`src/sv/i2cm_pkg.sv`:
```
`timescale 1ns / 1ps
package i2cm_pkg;

	localparam int CFG_IDX_W = 1;
	localparam logic [CFG_IDX_W-1:0] CFG_PHASE_TICKS   = 1'd0;
	localparam logic [CFG_IDX_W-1:0] CFG_TIMEOUT_LIMIT = 1'd1;

	localparam logic [7:0]  PHASE_TICKS_RST   = 8'd10;
	localparam logic [7:0]  TIMEOUT_LIMIT_RST = 8'd255;
	localparam logic [7:0]  MSB_MASK          = 8'h80;
	localparam logic [7:0]  STRETCH_MAX       = 8'hFF;
	localparam logic [15:0] FAIL_MAX          = 16'hFFFF;
	localparam logic [3:0]  DATA_BITS         = 4'd8;

	typedef enum logic [2:0] {
		CMD_NONE  = 3'd0,
		CMD_START = 3'd1,
		CMD_STOP  = 3'd2,
		CMD_WRITE = 3'd3,
		CMD_READ  = 3'd4
	} cmd_t;

	typedef enum logic [3:0] {
		PH_IDLE  = 4'd0,
		PH_SETUP = 4'd1,
		PH_WAIT  = 4'd2,
		PH_HIGH  = 4'd3,
		PH_SDALO = 4'd4,
		PH_LOW   = 4'd5,
		PH_END   = 4'd6
	} phase_t;

	typedef struct packed {
		logic [2:0] cmd;
		logic [7:0] tx_byte;
		logic       ack_to_send;
		logic       scl_in;
		logic       sda_in;
	} in_item_t;

	typedef struct packed {
		cmd_t       cmd;
		logic [7:0] tx_byte;
		logic       ack_to_send;
		logic       scl_in;
		logic       sda_in;
	} cls_item_t;

	typedef struct packed {
		logic        scl_pull_low;
		logic        sda_pull_low;
		logic        busy_res;
		logic        done_res;
		logic [7:0]  rx_byte;
		logic        ack_seen;
		logic        timed_out;
		logic [15:0] fail_total;
	} out_item_t;

endpackage

```
`src/sv/i2cm_front.sv`:
```
`timescale 1ns / 1ps
module i2cm_front import i2cm_pkg::*; (
	input  logic      clk,
	input  logic      arst_n,
	input  logic      in_valid,
	output logic      in_ready,
	input  in_item_t  in_data,
	output logic      push_valid,
	input  logic      push_ready,
	output cls_item_t push_data
);

	logic      valid_s1;
	cls_item_t item_s1;
	cls_item_t cls;

	always_comb begin
		cls.tx_byte     = in_data.tx_byte;
		cls.ack_to_send = in_data.ack_to_send;
		cls.scl_in      = in_data.scl_in;
		cls.sda_in      = in_data.sda_in;
		unique case (in_data.cmd)
			CMD_START: cls.cmd = CMD_START;
			CMD_STOP:  cls.cmd = CMD_STOP;
			CMD_WRITE: cls.cmd = CMD_WRITE;
			CMD_READ:  cls.cmd = CMD_READ;
			default:   cls.cmd = CMD_NONE;
		endcase
	end

	assign in_ready   = !valid_s1 || push_ready;
	assign push_valid = valid_s1;
	assign push_data  = item_s1;

	always_ff @(posedge clk or negedge arst_n) begin
		if (!arst_n) begin
			valid_s1 <= 1'b0;
		end else if (in_ready) begin
			valid_s1 <= in_valid;
		end
	end

	always_ff @(posedge clk) begin
		if (in_valid && in_ready) begin
			item_s1 <= cls;
		end
	end

endmodule

```
`src/sv/i2cm_queue.sv`:
```
`timescale 1ns / 1ps
module i2cm_queue import i2cm_pkg::*; (
	input  logic      clk,
	input  logic      arst_n,
	input  logic      push_valid,
	output logic      push_ready,
	input  cls_item_t push_data,
	output logic      pop_valid,
	input  logic      pop,
	output cls_item_t pop_data
);

	cls_item_t   mem_q [2];
	logic        wr_ptr_q;
	logic        rd_ptr_q;
	logic [1:0]  count_q;
	logic        do_push;
	logic        do_pop;

	assign push_ready = (count_q != 2'd2);
	assign pop_valid  = (count_q != 2'd0);
	assign pop_data   = mem_q[rd_ptr_q];
	assign do_push    = push_valid && push_ready;
	assign do_pop     = pop && pop_valid;

	always_ff @(posedge clk or negedge arst_n) begin
		if (!arst_n) begin
			wr_ptr_q <= 1'b0;
			rd_ptr_q <= 1'b0;
			count_q  <= 2'd0;
		end else begin
			if (do_push) begin
				wr_ptr_q <= !wr_ptr_q;
			end
			if (do_pop) begin
				rd_ptr_q <= !rd_ptr_q;
			end
			unique case ({do_push, do_pop})
				2'b10:   count_q <= count_q + 2'd1;
				2'b01:   count_q <= count_q - 2'd1;
				default: count_q <= count_q;
			endcase
		end
	end

	always_ff @(posedge clk) begin
		if (do_push) begin
			mem_q[wr_ptr_q] <= push_data;
		end
	end

endmodule

```
`src/sv/i2cm_back.sv`:
```
`timescale 1ns / 1ps
module i2cm_back import i2cm_pkg::*; (
	input  logic                 clk,
	input  logic                 arst_n,
	input  logic                 q_valid,
	output logic                 q_pop,
	input  cls_item_t            q_data,
	output logic                 out_valid,
	input  logic                 out_ready,
	output out_item_t            out_data,
	input  logic                 cfg_we,
	input  logic [CFG_IDX_W-1:0] cfg_index,
	input  logic [7:0]           cfg_wdata
);

	logic [7:0]  phase_ticks_q, timeout_limit_q;
	phase_t      phase_q, phase_d;
	cmd_t        act_q, act_d;
	logic [3:0]  bit_q, bit_d;
	logic [7:0]  shift_q, shift_d;
	logic [7:0]  hold_q, hold_d;
	logic [7:0]  stretch_q, stretch_d;
	logic        ack_q, ack_d;
	logic        scl_q, scl_d;
	logic        sda_q, sda_d;
	logic [15:0] fail_q, fail_d;
	logic        done, tout;
	logic        step;
	logic [7:0]  hold_load;
	logic        hold_end;
	out_item_t   res;
	logic        out_valid_q;
	out_item_t   out_data_q;

	assign step      = q_valid && (!out_valid_q || out_ready);
	assign q_pop     = step;
	assign hold_load = (phase_ticks_q != 8'd0) ? phase_ticks_q : 8'd1;
	assign hold_end  = (hold_q <= 8'd1);

	always_comb begin
		logic [3:0] nb;
		logic [7:0] sn;
		nb        = bit_q + 4'd1;
		sn        = (stretch_q != STRETCH_MAX) ? stretch_q + 8'd1 : stretch_q;
		phase_d   = phase_q;
		act_d     = act_q;
		bit_d     = bit_q;
		shift_d   = shift_q;
		hold_d    = hold_q;
		stretch_d = stretch_q;
		ack_d     = ack_q;
		scl_d     = scl_q;
		sda_d     = sda_q;
		fail_d    = fail_q;
		done      = 1'b0;
		tout      = 1'b0;
		unique case (phase_q)
			PH_IDLE: begin
				if (q_data.cmd != CMD_NONE) begin
					act_d   = q_data.cmd;
					bit_d   = 4'd0;
					phase_d = PH_SETUP;
					hold_d  = hold_load;
					unique case (q_data.cmd)
						CMD_START: sda_d = 1'b0;
						CMD_STOP:  sda_d = 1'b1;
						CMD_WRITE: begin
							shift_d = q_data.tx_byte;
							sda_d   = ((q_data.tx_byte & MSB_MASK) == 8'd0);
						end
						default: begin
							shift_d = 8'd0;
							ack_d   = q_data.ack_to_send;
							sda_d   = 1'b0;
						end
					endcase
				end
			end
			PH_SETUP: begin
				if (hold_end) begin
					scl_d     = 1'b0;
					stretch_d = 8'd0;
					phase_d   = PH_WAIT;
				end else begin
					hold_d = hold_q - 8'd1;
				end
			end
			PH_WAIT: begin
				if (q_data.scl_in) begin
					if (act_q == CMD_WRITE) begin
						if (bit_q < DATA_BITS) begin
							shift_d = {shift_q[6:0], 1'b0};
						end else begin
							ack_d = q_data.sda_in;
						end
					end else if (act_q == CMD_READ && bit_q < DATA_BITS) begin
						shift_d = {shift_q[6:0], q_data.sda_in};
					end
					phase_d = PH_HIGH;
					hold_d  = hold_load;
				end else begin
					stretch_d = sn;
					if (sn >= timeout_limit_q) begin
						if (fail_q != FAIL_MAX) begin
							fail_d = fail_q + 16'd1;
						end
						tout    = 1'b1;
						done    = 1'b1;
						phase_d = PH_IDLE;
					end
				end
			end
			PH_HIGH: begin
				if (hold_end) begin
					hold_d = hold_load;
					if (act_q == CMD_START) begin
						sda_d   = 1'b1;
						phase_d = PH_SDALO;
					end else if (act_q == CMD_STOP) begin
						sda_d   = 1'b0;
						phase_d = PH_END;
					end else begin
						scl_d   = 1'b1;
						phase_d = PH_LOW;
					end
				end else begin
					hold_d = hold_q - 8'd1;
				end
			end
			PH_SDALO: begin
				if (hold_end) begin
					scl_d   = 1'b1;
					hold_d  = hold_load;
					phase_d = PH_END;
				end else begin
					hold_d = hold_q - 8'd1;
				end
			end
			PH_LOW: begin
				if (hold_end) begin
					bit_d = nb;
					if (nb < DATA_BITS) begin
						sda_d   = (act_q == CMD_WRITE) ? ((shift_q & MSB_MASK) == 8'd0) : 1'b0;
						hold_d  = hold_load;
						phase_d = PH_SETUP;
					end else if (nb == DATA_BITS) begin
						sda_d   = (act_q == CMD_WRITE) ? 1'b0 : !ack_q;
						hold_d  = hold_load;
						phase_d = PH_SETUP;
					end else begin
						done    = 1'b1;
						phase_d = PH_IDLE;
					end
				end else begin
					hold_d = hold_q - 8'd1;
				end
			end
			PH_END: begin
				if (hold_end) begin
					done    = 1'b1;
					phase_d = PH_IDLE;
				end else begin
					hold_d = hold_q - 8'd1;
				end
			end
			default: phase_d = PH_IDLE;
		endcase

		res.scl_pull_low = scl_d;
		res.sda_pull_low = sda_d;
		res.busy_res     = (phase_d != PH_IDLE);
		res.done_res     = done;
		res.rx_byte      = (done && !tout && act_d == CMD_READ) ? shift_d : 8'd0;
		res.ack_seen     = done && (act_d == CMD_WRITE) && (tout || ack_d);
		res.timed_out    = tout;
		res.fail_total   = fail_d;
	end

	always_ff @(posedge clk or negedge arst_n) begin
		if (!arst_n) begin
			phase_ticks_q   <= PHASE_TICKS_RST;
			timeout_limit_q <= TIMEOUT_LIMIT_RST;
		end else if (cfg_we) begin
			if (cfg_index == CFG_PHASE_TICKS) begin
				phase_ticks_q <= cfg_wdata;
			end else if (cfg_index == CFG_TIMEOUT_LIMIT) begin
				timeout_limit_q <= cfg_wdata;
			end
		end
	end

	always_ff @(posedge clk or negedge arst_n) begin
		if (!arst_n) begin
			phase_q   <= PH_IDLE;
			act_q     <= CMD_NONE;
			bit_q     <= 4'd0;
			shift_q   <= 8'd0;
			hold_q    <= 8'd0;
			stretch_q <= 8'd0;
			ack_q     <= 1'b1;
			scl_q     <= 1'b0;
			sda_q     <= 1'b0;
			fail_q    <= 16'd0;
		end else if (step) begin
			phase_q   <= phase_d;
			act_q     <= act_d;
			bit_q     <= bit_d;
			shift_q   <= shift_d;
			hold_q    <= hold_d;
			stretch_q <= stretch_d;
			ack_q     <= ack_d;
			scl_q     <= scl_d;
			sda_q     <= sda_d;
			fail_q    <= fail_d;
		end
	end

	always_ff @(posedge clk or negedge arst_n) begin
		if (!arst_n) begin
			out_valid_q <= 1'b0;
		end else if (step) begin
			out_valid_q <= 1'b1;
		end else if (out_ready) begin
			out_valid_q <= 1'b0;
		end
	end

	always_ff @(posedge clk) begin
		if (step) begin
			out_data_q <= res;
		end
	end

	assign out_valid = out_valid_q;
	assign out_data  = out_data_q;

endmodule

```
`src/sv/i2c_master_byte_engine_core.sv`:
```
`timescale 1ns / 1ps
// I2C master byte engine, open drain, advanced one tick per input transfer.
// in channel (in_valid/in_ready/in_data): one tick each, carrying the sampled
//   SCL/SDA levels and, while idle, a command (start, stop, write, read).
// out channel (out_valid/out_ready/out_data): exactly one result per tick,
//   in order: line drives, busy/done, read byte, ack, timeout, fail count.
// cfg port (cfg_we/cfg_index/cfg_wdata): index 0 phase_ticks, 1 timeout_limit;
//   write only while no tick is in flight.
// Path: the front register loads at the input transfer, the queue takes the
//   item from the front register, and the engine step writes the result into
//   the output register.
// Throughput: one tick per cycle; the engine steps once per cycle whenever
//   the output register is empty or being taken.
// Receiver stall: the output register holds, the engine stops, the queue fills
//   (two entries), the front register holds and then in_ready drops.
// Reset: both lines released, engine idle, registers at 10 and 255, fail
//   count zero, no results pending.
module i2c_master_byte_engine_core import i2cm_pkg::*; (
	input  logic                 clk,
	input  logic                 arst_n,
	input  logic                 in_valid,
	output logic                 in_ready,
	input  in_item_t             in_data,
	output logic                 out_valid,
	input  logic                 out_ready,
	output out_item_t            out_data,
	input  logic                 cfg_we,
	input  logic [CFG_IDX_W-1:0] cfg_index,
	input  logic [7:0]           cfg_wdata
);

	logic      push_valid, push_ready;
	cls_item_t push_data;
	logic      q_valid, q_pop;
	cls_item_t q_data;

	i2cm_front u_front (
		.clk        (clk),
		.arst_n     (arst_n),
		.in_valid   (in_valid),
		.in_ready   (in_ready),
		.in_data    (in_data),
		.push_valid (push_valid),
		.push_ready (push_ready),
		.push_data  (push_data)
	);

	i2cm_queue u_queue (
		.clk        (clk),
		.arst_n     (arst_n),
		.push_valid (push_valid),
		.push_ready (push_ready),
		.push_data  (push_data),
		.pop_valid  (q_valid),
		.pop        (q_pop),
		.pop_data   (q_data)
	);

	i2cm_back u_back (
		.clk       (clk),
		.arst_n    (arst_n),
		.q_valid   (q_valid),
		.q_pop     (q_pop),
		.q_data    (q_data),
		.out_valid (out_valid),
		.out_ready (out_ready),
		.out_data  (out_data),
		.cfg_we    (cfg_we),
		.cfg_index (cfg_index),
		.cfg_wdata (cfg_wdata)
	);

endmodule

```
`config.mk`:
```
export PLATFORM = sky130hd
export DESIGN_NAME = i2c_master_byte_engine_core
export DESIGN_NICKNAME = d
export VERILOG_FILES = /design/src/sv/i2cm_pkg.sv /design/src/sv/i2cm_front.sv /design/src/sv/i2cm_queue.sv /design/src/sv/i2cm_back.sv /design/src/sv/i2c_master_byte_engine_core.sv
export SDC_FILE = /design/constraint.sdc
export NUM_CORES = 1
export LEC_CHECK = 0
export ABC_AREA = 1
export BUFFER_PORTS_ARGS = -buffer_cell sky130_fd_sc_hd__buf_2
export CAP_MARGIN = 15
export CORE_ASPECT_RATIO = 1.1
export CORE_UTILIZATION = 47
export DETAILED_ROUTE_END_ITERATION = 7
export GPL_TIMING_DRIVEN = 0
export PLACE_DENSITY = 0.73
export SYNTH_ARGS = -nofsm -noshare
export SYNTH_HDL_FRONTEND = slang
export SYNTH_SLANG_ARGS = --single-unit
```
`constraint.sdc`:
```
create_clock -name clk -period 3.5 [get_ports clk]
set_clock_uncertainty 0.2 [all_clocks]
set_input_delay 0.7 -clock clk [delete_from_list [all_inputs] [get_ports clk]]
set_output_delay 0.7 -clock clk [all_outputs]
set_load 0.05 [all_outputs]
```
**Word-level counts from Yosys, hierarchy flattened**

Memory sizes are Yosys's and may differ from the RTL's.
Cells that the tools add are included.

- Bits of input ports: 28
- Memory bits (read-only): 0
- Memories: 1
- Register bits: 120
- Word-level logic and storage cells: 192
- Bits in latches: 0
- Bits in writable memories: 28
- Output and inout port bits: 32

Memories:

| name | words | bits a word | read ports | clocked after Yosys merged registers in | write ports | RTL line | text |
|---|---|---|---|---|---|---|---|
| u_queue.mem_q | 2 | 14 | 1 | 0 | 1 | i2cm_queue.sv:13 | `cls_item_t mem_q [2];` |

- $lt $le $gt $ge: 4
- Add/subtract/negate cells: 6
- Reductions and logical operators: 39
- Divide/modulo/power cells: 0
- Shift-type cells: 0
- Muxes and demuxes: 79
- Multipliers: 0
- Bitwise gates (word level): 1
- Equal/unequal tests: 32

Operators with widths:

| kind | count |
|---|---|
| 2-to-1 mux 8 bit | 16 |
| 2-to-1 mux 16 bit | 4 |
| 2-to-1 mux 4 bit | 12 |
| one-hot mux 8 bit (2 select lines) | 3 |
| one-hot mux 8 bit (5 select lines) | 1 |
| 2-to-1 mux 1 bit | 31 |
| one-hot mux 4 bit (7 select lines) | 1 |
| equality test 3 x 2 -> 1 bit (second input constant) | 7 |
| adder 16 x 1 -> 16 bit (second input constant) | 1 |
| logical NOT 8 bit | 2 |
| inequality test 16 bit (second input constant) | 1 |
| equality test 4 x 3 -> 1 bit (second input constant) | 3 |
| one-hot mux 3 bit (4 select lines) | 1 |
| nonzero test 2 bit | 5 |
| equality test 3 x 1 -> 1 bit (second input constant) | 3 |
| equality test 3 bit (second input constant) | 3 |
| logical AND 1 bit | 9 |
| one-hot mux 1 bit (3 select lines) | 3 |
| adder 8 x 1 -> 8 bit (second input constant) | 1 |
| equality test 4 x 2 -> 1 bit (second input constant) | 2 |
| greater-or-equal comparator 8 bit | 1 |
| <= comparator 8 x 1 -> 1 bit (second input constant) | 1 |
| < comparator 4 bit (second input constant) | 2 |
| inequality test 2 bit (second input constant) | 4 |
| 29 further kinds | 44 |

**Depth between registers and ports, before layout**

Gate-level depths: netlist (run 1).

- Depth in word-level cells: 9
- Gate-level depth with buffers: 23

**Modules after synthesis**

From an unflattened synthesis (run 1), not the netlist that was laid out.

- Cell total of the unflattened synthesis: 810
- Area, all modules: 7,382.1 µm²

By module, submodules not included:

| module | area an instance (µm²) | cells an instance | times used |
|---|---|---|---|
| i2cm_back | 5,620.4 | 681 | 1 |
| i2cm_queue | 1,273.7 | 103 | 1 |
| i2cm_front | 488.0 | 26 | 1 |

**Least setup slack after synthesis (run 1)**

Ideal clock, no wire load.

- Kind: flip-flop to flip-flop
- Start: register u_back.stretch_q[0]
- End: register u_back.out_data_q (netlist bit u_back.out_data[6]) (data pin)
- Required time: 3.045 ns
- Cell stages (with the launch flop): 20
- Buffers on the path: 0
- Clock period less this slack: 3.025 ns
- Setup slack: 0.475 ns
- Arrival time: 2.571 ns
- Library setup time: 0.255 ns
- Cell sequence: dfrtp_1 ha_1 nand2_1 nor2_1 nand2_1 inv_1 nand4_1 nand2_1 nor2_1 o21bai_1 inv_1 ha_1 nand2_1 nor2_1 nand4_1 nand3_1 nand3_4 inv_2 nand3_1 and2_1

- Cells in the longest elaborated chain, start to end: 6
- Elaborated cells between the ends (all ways): 7
- Those cells by class: 1 x add/sub; 1 x order compare; 1 x eq/ne; 4 x mux

Ends and longest elaborated chain:

| element | RTL line | text |
|---|---|---|
| start: declaration | i2cm_back.sv:22 | `logic [7:0] stretch_q, stretch_d;` |
| start signal: assignment | i2cm_back.sv:210 | `stretch_q <= stretch_d;` |
| adder 8 x 1 -> 8 bit or inequality test 8 bit (tied branches) | i2cm_back.sv:44 | `sn = (stretch_q != STRETCH_MAX) ? stretch_q + 8'd1 : stretch_q;` |
| 2-to-1 mux 8 bit (*) | i2cm_back.sv:44 |  |
| greater-or-equal comparator 8 bit (*) | i2cm_back.sv:103 | `if (sn >= timeout_limit_q) begin` |
| 2-to-1 mux 16 bit (*) | i2cm_back.sv:103 |  |
| 2-to-1 mux 16 bit (*) | i2cm_back.sv:89 | `if (q_data.scl_in) begin` |
| 2-to-1 mux 16 bit (*) | i2cm_back.sv:57 | `unique case (phase_q)` |
| net u_back.fail_d[6] | i2cm_back.sv:26 | `logic [15:0] fail_q, fail_d;` |
| end signal: assignment | i2cm_back.sv:230 | `out_data_q <= res;` |
| end: declaration | i2cm_back.sv:33 | `out_item_t out_data_q;` |

The timed path passes the listed nets; every way through them passes the cells marked *.
A chain may end at the register's enable or synchronous reset.

**Final worst setup path (run 1)**

- Start: register u_back.stretch_q[1]
- End: register u_back.out_data_q (netlist bit u_back.out_data[6]) (data pin)

The elaborated chain is that of the path after synthesis.

==> results of run 1 <==
Yosys cell counts (all sizes together), types with 7 or more instances:
cell type	count
dfrtp	65
edfxtp	72
nor2	73
ha	14
dfstp	11
nand2	224
o21ai	95
nand4	16
nand3	52
and2	16
xor2	9
buf	8
inv	120
o22ai	7
a21oi	18
critical path, cell delays in order (launching register included):
cell and delay [ns]:
dfrtp_1 0.37, ha_1 0.16, nand2_1 0.09, nor2_2 0.12
nand2_1 0.09, inv_1 0.07, nand4_1 0.20, buf_4 0.22
buf_4 0.13, xor2_2 0.15, ha_1 0.18, inv_1 0.05
nand2_1 0.04, nand2_1 0.05, nand2_1 0.05, nand2_1 0.06
nand2_1 0.09, nand3_4 0.16, nand3_4 0.14, inv_4 0.14
nand3_1 0.09, and2_1 0.17
worst min-delay path by stage:
stage	startpoint	endpoint	slack [ns]
6_report	arst_n	u_back.stretch_q[7]	0.03
5_1_grt	arst_n	u_back.stretch_q[7]	0.05
4_1_cts	arst_n	u_back.stretch_q[7]	0.03
3_5_place_dp	u_front.push_data[8]	u_queue.mem_q[1][8]	0.23
3_3_place_gp	u_front.push_data[2]	u_queue.mem_q[1][2]	0.22
2_1_floorplan	arst_n	u_back.act_q[0]	0.20
power by group:
part           switching (mW)  total [mW]  internal [mW]
clock network           0.757        1.82           1.07
registers               0.247        2.69           2.45
logic                    2.19        3.00          0.811
total                    3.19        7.52           4.32
cells by family after synthesis:
kind of cell	Yosys count
compound gates	136
flops	148
simple gates	395
xor+xnor	10
buf+inv	134
fa+ha+maj	14
metrics by stage:
stage / total power, mW / setup WS [ns] / hold slack (ns)
global placement: 5.625 / -0.0002811 / 0.2232
CTS: 7.540 / 0.03173 / 0.03316
floorplan: 4.957 / 0.4746 / 0.2044
global route: 8.013 / 0.0008229 / 0.04765
finish: 7.517 / 0.2284 / 0.02664
detailed placement: 5.698 / -0.08553 / 0.2322
repair_timing:
item | 4_1_cts | 5_1_grt
setup endpoints to repair | 13 | 42
gates resized for setup | 1 | 9
gates cloned | 0 | 0
buffers inserted | 0 | 3
pin swaps | 0 | 2
sequential cells by signal, summed over array words and instances (netlist names):
name	cells
u_back.scl_q	1
u_back.shift_q	8
u_back.ack_q	1
u_back.phase_q	4
u_back.timeout_limit_q	8
u_back.fail_q	16
u_queue.mem_q	28
u_queue.count_q	2
u_queue.wr_ptr_q	1
u_back.bit_q	4
u_back.stretch_q	8
u_front.push_valid	1
u_queue.rd_ptr_q	1
u_back.out_valid	1
u_back.act_q	3
u_back.hold_q	8
u_back.out_data	30
u_front.push_data	14
u_back.sda_q	1
u_back.phase_ticks_q	8
cell type report:
| cell class | count | area (µm²) | share of cell area, % |
|---|---|---|---|
| flip-flops and latches | 148 | 4078 | 47.49 |
| multi-input cells | 555 | 2790 | 32.49 |
| inverters | 120 | 455.4 | 5.304 |
| clock buffers | 17 | 425.4 | 4.954 |
| repair buffers | 64 | 355.3 | 4.138 |
| well taps | 196 | 245.2 | 2.856 |
| clock inverters | 15 | 168.9 | 1.967 |
| plain buffers | 14 | 68.82 | 0.8014 |
routing by layer:
metal	vias up	track usage [%]
li1	2924	-
met1	2591	24.23
met2	132	32.35
met3	21	5.351
met4	0	6.859
met5	-	0
==> results.py, run 1 <==
metrics = {
    "outcome": {
        "status": "finished, final reports clean",
    },
    "final_layout": {
        "antenna_cells": 0,
        "nets": 962,
        "drive_above_1_share_pct": 16.61,
        "fill_cells": 1327,
        "syn_to_final_growth_pct": 16.68,
        "fin_cells": 1129,
        "design_area_um2": 8587,
        "final_cell_mix": "nand2_1 (219), inv_1 (109), edfxtp_1 (72)",
        "finish.utilization_pct": 56.60,
        "final_common_cell": "nand2_1",
    },
    "sta": {
        "maxSlewViolCount": 0,
        "final.setup.tns_ns": 0,
        "worstMarginPinSlew_ns": 1.140,
        "slew_headroom_pct": 23.71,
        "clock.fmax_mhz": 305.7,
        "rsz0062_at_grt": "false",
        "hold_violations": 0,
        "period_needed_ns": 3.272,
        "setup_viol": 0,
        "finalCritPeriodShare_pct": 93.47,
    },
    "floorplanning": {
        "rows": 47,
        "start_util_pct": 48.51,
        "chipWidth_um": 121.3,
        "die-area_um2": 16160,
        "fp.coreArea_um2": 15170,
        "io_pins": 60,
        "die_h_um": 133.2,
    },
    "worst_setup_path": {
        "cp-startpoint": "u_back.stretch_q[1]",
        "r2r-start": "u_back.stretch_q[1]",
        "setup.worst_path.end_class": "flop",
        "cp_data_required_time_ns": 3.48,
        "crit_arrival_ns": 3.26,
        "rrSetupSlack_ns": 0.23,
        "crit_type": "reg2reg",
        "worstRegToRegCells": 21,
        "timing.rr.end": "u_back.out_data[6]",
        "cp_max_fo": 9,
        "crit_end": "u_back.out_data[6]",
        "crit_path_start_kind": "flop",
    },
    "detailed_routing": {
        "dr.max_layer_used": "met4",
        "m1WireLength_mm": 6.557,
        "drc": 0,
        "drt-initial-drc-count": 330,
        "wirelength_mm": 14.69,
        "dr.pass1.iters": 5,
        "ant_nets": 0,
        "vias_per_cell": 5.020,
        "num_vias": 5668,
        "wl_per_cell_um": 13.01,
        "wl_met3_um": 611,
        "met2RoutedLength_mm": 7.285,
    },
    "cts": {
        "path_clk_slew_ns": 0.06,
        "clk_latency_ns": 0.43,
        "numCtsBuffers": 17,
        "htree_num_levels": 4,
        "cts.sinks": 148,
        "cts_hold_buffers": 0,
        "tritoncts": "done",
        "cts-root-buf": "clkbuf_16",
        "clockBufferDepth": 2,
    },
    "grt": {
        "grt_max_degree": 46,
        "grt-ovfl-total": 0,
        "grt_pass1_vias": 5366,
        "track_usage_pct": 19.47,
        "antenna_found_initial": 0,
        "grt_pass1_wl_mm": 24.47,
    },
    "placed_design": {
        "hpwlAfterDp_mm": 10.51,
        "gp_congestion": 0.8888,
        "dpl-instance-area_um2": 7930,
        "placed_cells": 1093,
        "placement.io_buffers": 59,
    },
    "logic_synthesis": {
        "muxShareOfSynthArea_pct": 0,
        "ys_seq_area_share_pct": 55.41,
        "async_flop_share_pct": 51.35,
        "synthDistinctLibCells": 44,
        "syn_inst": 837,
        "synth_ff_type": "edfxtp_1",
        "ys_seq_elements": 148,
        "yosys_warnings": 0,
        "yosys-top-cells-area": "edfxtp_1 (29%), dfrtp_1 (22%), nand2_1 (11%)",
        "synth_xor_area_share_pct": 1.190,
        "syn_area_um2": 7360,
        "synth_top_family_by_area": "simple AND/OR/NAND/NOR gates",
        "synth_nets": 879,
        "yosys.area_share.simple_pct": 23.84,
        "synth_edf_count": 72,
        "yosys.area.top_type": "edfxtp_1",
        "avgSynthCellArea_um2": 8.793,
        "synthAdderAreaFrac_pct": 2.380,
        "yosysTopAreaCellShare_pct": 29.38,
        "synth_compound_area_share_pct": 10.13,
    },
    "worst_hold_path": {
        "hold_path.class": "in2async",
    },
    "pwr": {
        "p_leak_nw": 3.989,
        "vdd_drop_max_v": 0.0004582,
        "powerDensity_nw_per_um2": 875.4,
    },
    "run": {
        "timing.max_cap.violations": 0,
    },
}
No activity file was read; power rests on OpenSTA's default activity.
==> run 2: changes to the inputs <==
- ABC_AREA: 1 -> default
- CORE_MARGIN: default -> 3
==> run 2 against run 1 <==
Net effect:
- sequential share of layout area shrank 0.15 points
- first-iteration DRC count grew 29%
- setup slack lost 0.17 ns
- die area grew 5.7%
- sequential power shrank 3%
- clock-buffer cell count grew 1
- critical endpoint is now u_back.out_data[14]
- largest power group is now registers
==> results.py, run 2 <==
metrics = {
    "placed_design": {
        "gp_congestion": 0.9119,
        "dp_slack_ns": -0.5352,
        "placement.io_buffers": 59,
        "hpwlAfterDp_mm": 10.82,
    },
    "worst_setup_path": {
        "crit_family": "simple AND/OR/NAND/NOR gates",
        "crit_path_start_kind": "flop",
        "crit_arrival_ns": 3.41,
        "critPathBufInv": 1,
        "setup.worst_path.end_class": "flop",
        "crit_type": "reg2reg",
        "crit_slowest_cell": "dfrtp_2",
        "slowest_delay_ns": 0.43,
        "path_cells": "ha_2, and3_4, nand4_1, buf_4, nand4_1, xnor2_1, ha_1, o211ai_1, o221ai_4, nand3_4, nor3_2, mux2_2",
        "cp_data_required_time_ns": 3.47,
        "cp_common_cell": "nand4_1",
        "cp_max_fo": 7,
    },
    "final_layout": {
        "syn_to_final_growth_pct": 17.93,
        "final_cell_mix": "edfxtp_1 (72), buf_2 (64), dfrtp_1 (64)",
        "drive_above_1_share_pct": 23.51,
        "largest_reg_flops": 30,
        "final_common_cell": "edfxtp_1",
        "antenna_cells": 0,
        "nets": 786,
    },
    "pwr": {
        "p_leak_nw": 3.460,
        "vdd_drop_max_v": 0.0004918,
        "powerDensity_nw_per_um2": 760.4,
    },
    "sta": {
        "period_needed_ns": 3.437,
        "setup_viol": 0,
        "finalCritPeriodShare_pct": 98.19,
        "fin_hold_ws_ns": 0.2438,
        "slew_headroom_pct": 38.58,
        "worstMarginPinSlew_ns": 0.9200,
        "layout_setup_ws_ns": 0.06326,
        "clock.fmax_mhz": 291.0,
        "final.setup.tns_ns": 0,
        "maxSlewViolCount": 0,
        "hold_violations": 0,
    },
    "cts": {
        "clockBufferDepth": 2,
        "cts.sinks": 148,
        "htree_num_levels": 4,
        "cts-root-buf": "clkbuf_16",
        "tritoncts": "done",
        "clk_latency_ns": 0.42,
        "path_clk_slew_ns": 0.06,
        "numCtsBuffers": 17,
    },
    "floorplanning": {
        "fp.coreArea_um2": 15110,
        "io_pins": 60,
        "die_h_um": 136.8,
        "chipWidth_um": 124.9,
        "start_util_pct": 48.35,
        "rows": 47,
        "die-area_um2": 17080,
    },
    "logic_synthesis": {
        "synth_edf_count": 72,
        "yosys.area.top_type": "edfxtp_1",
        "async_flop_share_pct": 51.35,
        "syn_inst": 653,
        "synth_ff_type": "edfxtp_1",
        "avgSynthCellArea_um2": 11.19,
        "yosys_warnings": 0,
        "synth.most_common_cell": "edfxtp_1",
        "synthDistinctLibCells": 68,
        "yosysTopAreaCellShare_pct": 29.59,
        "synth_nets": 695,
        "ys_seq_elements": 148,
        "yosys-top-cells-area": "edfxtp_1 (30%), dfrtp_1 (22%), mux2_2 (5.2%)",
        "ys_seq_area_share_pct": 55.80,
        "ys_top_cells_by_count": "edfxtp_1 (72), dfrtp_1 (65), nand2_1 (57)",
        "syn_area_um2": 7307,
    },
    "detailed_routing": {
        "num_vias": 5462,
        "drc": 0,
        "drt-initial-drc-count": 426,
        "wl_per_cell_um": 16.41,
        "vias_per_cell": 5.731,
        "dr.pass1.iters": 6,
        "wirelength_mm": 15.64,
        "ant_nets": 0,
    },
    "grt": {
        "antenna_found_initial": 0,
        "track_usage_pct": 18.64,
        "grt-ovfl-total": 0,
        "grt_pass1_vias": 5336,
        "grt_max_degree": 56,
        "grt_pass1_wl_mm": 25.71,
    },
    "run": {
        "timing.max_cap.violations": 0,
    },
    "worst_hold_path": {
        "hold_path.class": "reg2reg",
    },
    "outcome": {
        "status": "finished, final reports clean",
    },
}
[run 2: cell count changes in the layout (fill, tap and decap cells not counted), moves of 13 or more]
cell,delta
xnor2_1,+20
mux2i_1,+14
nand3_1,-26
nor2_1,-14
inv_1,-87
nand2_1,-162
mux2_2,+34
o21ai_1,-31
o21ai_0,-16
nor3_1,+13
[run 2: final cells by class]
type,instances,area (µm²)
clock buffers,18,429.2
clock inverters,14,152.6
repair buffers,72,421.7
multi-input cells,461,3113
flip-flops and latches,148,4079
inverters,23,86.33
plain buffers,21,90.09
well taps,196,245.2
fillers,1238,6496
[run 2: final timing paths]
path	from	endpoint	slack [ns]	depth (start not counted)
worst min-delay path	u_front.push_data[12]	u_queue.mem_q[1][12]	0.24	0
worst max-delay path	u_back.stretch_q[0]	u_back.out_data[14]	0.06	12
worst max register to register	u_back.stretch_q[0]	u_back.out_data[14]	0.06	12
worst min register to register	u_front.push_data[12]	u_queue.mem_q[1][12]	0.24	0
min in group asynchronous	arst_n	u_back.fail_q[11]	0.51	2
max in group asynchronous	arst_n	u_back.timeout_limit_q[7]	1.96	3
[run 2: cells by family (layout without fill, tap and decap cells)]
| kind of cell | count (synthesis) | in the layout | share of synthesized area, % |
|---|---|---|---|
| xor gates and xnor gates | 34 | 34 | 4.075 |
| and+or+nand+nor | 233 | 233 | 16.42 |
| muxes | 48 | 48 | 7.158 |
| DFF | 148 | 148 | 55.80 |
| AOI/OAI and AO/OA | 132 | 132 | 11.73 |
| buffers and inverters | 44 | 148 | 2.414 |
| adders and majority gates | 14 | 14 | 2.397 |
[run 2: power breakdown]
part	total (mW)	leakage [nW]	internal, mW	switching (mW)
Combinational	2.18	1.55	0.704	1.47
Sequential	2.60	1.64	2.35	0.247
Clock	1.78	0.271	1.06	0.725
[run 2: stage by stage]
stage	total power [mW]	cells	utilization, %	area (µm²)
global route	6.903	953	57.02	8617
floorplan	4.177	653	-	7313
detailed placement	4.724	909	52.16	7884
global placement	4.640	908	51.97	7854
CTS	6.552	945	56.46	8533
finish	6.553	953	57.02	8617
[run 2: per-layer routing]
layer | GRT usage, % | share of wire, % | vias to the layer above
met5 | 0 | 0 | -
met4 | 6.566 | 1.7 | 0
met3 | 4.137 | 4.6 | 25
met2 | 32.69 | 51 | 169
met1 | 22.94 | 43 | 2681
li1 | - | - | 2587
[run 2: timing repair]
action | CTS | global route
hold endpoints to repair | 20 | 0
buffers inserted | 3 | 7
hold buffers | 1 | 0
pin swaps | 2 | 6
setup endpoints to repair | 26 | 30
resized for setup | 5 | 7
==> run 3: changes to the inputs <==
- REMOVE_ABC_BUFFERS: default -> 1
==> run 3 against run 2 <==
Net effect:
- sequential power up 3%
- critical path type unchanged
- sequential share of layout area down 0.13 points
- via count down 2.5%
- setup slack better by 0.032 ns
- cell count down 1.9%
- flip-flop and latch count unchanged
- fmax up 0.94%
- critical path depth unchanged
- highest routed layer unchanged
- wire length down 4.0%
- register-to-register slack better by 0.03 ns
==> results.py, run 3 (synthesized netlist as in run 2, its figures left out) <==
metrics = {
    "pwr": {
        "p_sw_mw": 2.384,
        "p_seq_share_pct": 41.1,
        "combinationalPowerShare_pct": 30.7,
        "swShare_pct": 36.40,
        "vdd_drop_max_v": 0.0004681,
        "finalPower_mw": 6.551,
        "p_int_mw": 4.167,
        "p_leak_nw": 3.453,
        "powerDensity_nw_per_um2": 758.1,
        "pwr-share-clk_pct": 28.2,
    },
    "cts": {
        "numCtsBuffers": 17,
        "path_clk_slew_ns": 0.06,
        "clk_latency_ns": 0.43,
        "clockBufferDepth": 2,
        "tritoncts": "done",
        "cts.sinks": 148,
        "htree_num_levels": 4,
        "cts-root-buf": "clkbuf_16",
    },
    "floorplanning": {
        "rows": 47,
        "io_pins": 60,
        "die-area_um2": 17080,
        "fp.coreArea_um2": 15110,
        "die_h_um": 136.8,
        "chipWidth_um": 124.9,
        "start_util_pct": 48.35,
    },
    "detailed_routing": {
        "dr.pass1.iters": 6,
        "drc": 0,
        "num_vias": 5328,
        "ant_nets": 0,
        "wirelength_mm": 15.00,
        "wl_per_cell_um": 16.05,
        "drt-initial-drc-count": 397,
        "vias_per_cell": 5.698,
    },
    "final_layout": {
        "nets": 768,
        "final_common_cell": "edfxtp_1",
        "final_cell_mix": "edfxtp_1 (72), dfrtp_1 (64), buf_2 (58)",
        "largest_reg_flops": 30,
        "antenna_cells": 0,
        "syn_to_final_growth_pct": 18.25,
        "drive_above_1_share_pct": 25.03,
    },
    "sta": {
        "final.setup.tns_ns": 0,
        "hold_violations": 0,
        "clock.fmax_mhz": 293.7,
        "slew_headroom_pct": 29.94,
        "period_needed_ns": 3.405,
        "layout_setup_ws_ns": 0.09516,
        "finalCritPeriodShare_pct": 97.28,
        "rsz0062_at_grt": "true",
        "worstMarginPinSlew_ns": 1.047,
        "setup_viol": 0,
        "maxSlewViolCount": 0,
    },
    "worst_setup_path": {
        "crit_path_start_kind": "flop",
        "crit_arrival_ns": 3.36,
        "path_cells": "ha_4, and3_4, nand4_1, buf_4, nand4_1, xnor2_2, ha_1, o211ai_1, o221ai_2, buf_6, a31oi_4, or4_1",
        "cp_data_required_time_ns": 3.46,
        "crit_slowest_cell": "or4_1",
        "cp_common_cell": "nand4_1",
        "cp_max_fo": 5,
        "worstRegToRegCells": 12,
        "slowest_delay_ns": 0.49,
        "setup.worst_path.end_class": "flop",
        "crit_type": "reg2reg",
    },
    "placed_design": {
        "placement.io_buffers": 59,
        "dp_slack_ns": -0.7240,
        "gp_congestion": 0.8901,
        "hpwlAfterDp_mm": 10.52,
    },
    "grt": {
        "grt_pass1_wl_mm": 24.96,
        "antenna_found_initial": 0,
        "grt-ovfl-total": 0,
        "grt_max_degree": 61,
        "track_usage_pct": 18.09,
        "grt_pass1_vias": 5298,
    },
    "outcome": {
        "status": "finished, final reports clean",
    },
    "worst_hold_path": {
        "hold_path.class": "reg2reg",
        "holdPathStages": 0,
    },
    "run": {
        "timing.max_cap.violations": 0,
    },
}
-- run 3: layout make-up --
cell class | instances | area, µm²
Timing Repair Buffer | 75 | 451.7
Multi-Input combinational cell | 461 | 3173
Inverter | 23 | 86.33
Fill cell | 1219 | 6472
Sequential cell | 148 | 4079
Tap cell | 196 | 245.2
Clock buffer | 17 | 425.4
Clock inverter | 15 | 180.2
-- run 3: metal layers --
layer,vias up,part of all wire [%],wire (µm),global-route usage [%]
li1,2561,-,-,-
met4,0,2.4,357,8.313
met1,2580,40,6053,20.56
met2,159,53,7905,32.72
met5,-,0,0,0
met3,28,4.6,688,4.020
-- run 3: worst paths after layout --
path	slack [ns]	start	end
min reg2reg	0.24	u_front.push_data[0]	u_queue.mem_q[0][0]
max	0.1	u_back.stretch_q[1]	u_back.out_data[27]
min	0.24	u_front.push_data[0]	u_queue.mem_q[0][0]
min in group asynchronous	0.50	arst_n	u_back.act_q[0]
max reg2reg	0.1	u_back.stretch_q[1]	u_back.out_data[27]
max in group asynchronous	1.96	arst_n	u_back.ack_q
-- run 3: critical path: cells and delay by family (launching register included) --
family          cells  cell delay [ns]
buf+inv             2             0.33
simple gates        4             1.01
xor+xnor            1             0.21
compound gates      3             0.49
fa+ha+maj           2             0.45
flops               1             0.44
-- run 3: timing repair --
item                       in CTS  in global routing
hold endpoints to repair       16                  0
setup endpoints to repair      41                 32
setup buffers                   4                  8
pin swaps                       4                  7
resized for setup              10                 13
hold buffers                    1                  0
-- run 3: through the flow --
step	cells	cell area (µm²)	utilization [%]	hold slack (ns)
3_3_place_gp	887	7757	51.33	0.2269
4_1_cts	927	8513	56.33	0.2339
3_5_place_dp	890	7820	51.74	0.2313
6_report	935	8641	57.17	0.2376
2_1_floorplan	632	7217	-	0.2044
5_1_grt	935	8641	57.17	0.2346
-- run 3: power by group through the flow --
stage	Combinational [mW]	Sequential, mW	Clock [mW]
5_1_grt	2.21	2.75	1.97
6_report	2.01	2.69	1.85
3_5_place_dp	1.93	2.72	0
3_3_place_gp	1.85	2.70	0
4_1_cts	1.98	2.69	1.88
2_1_floorplan	1.09	3.03	0
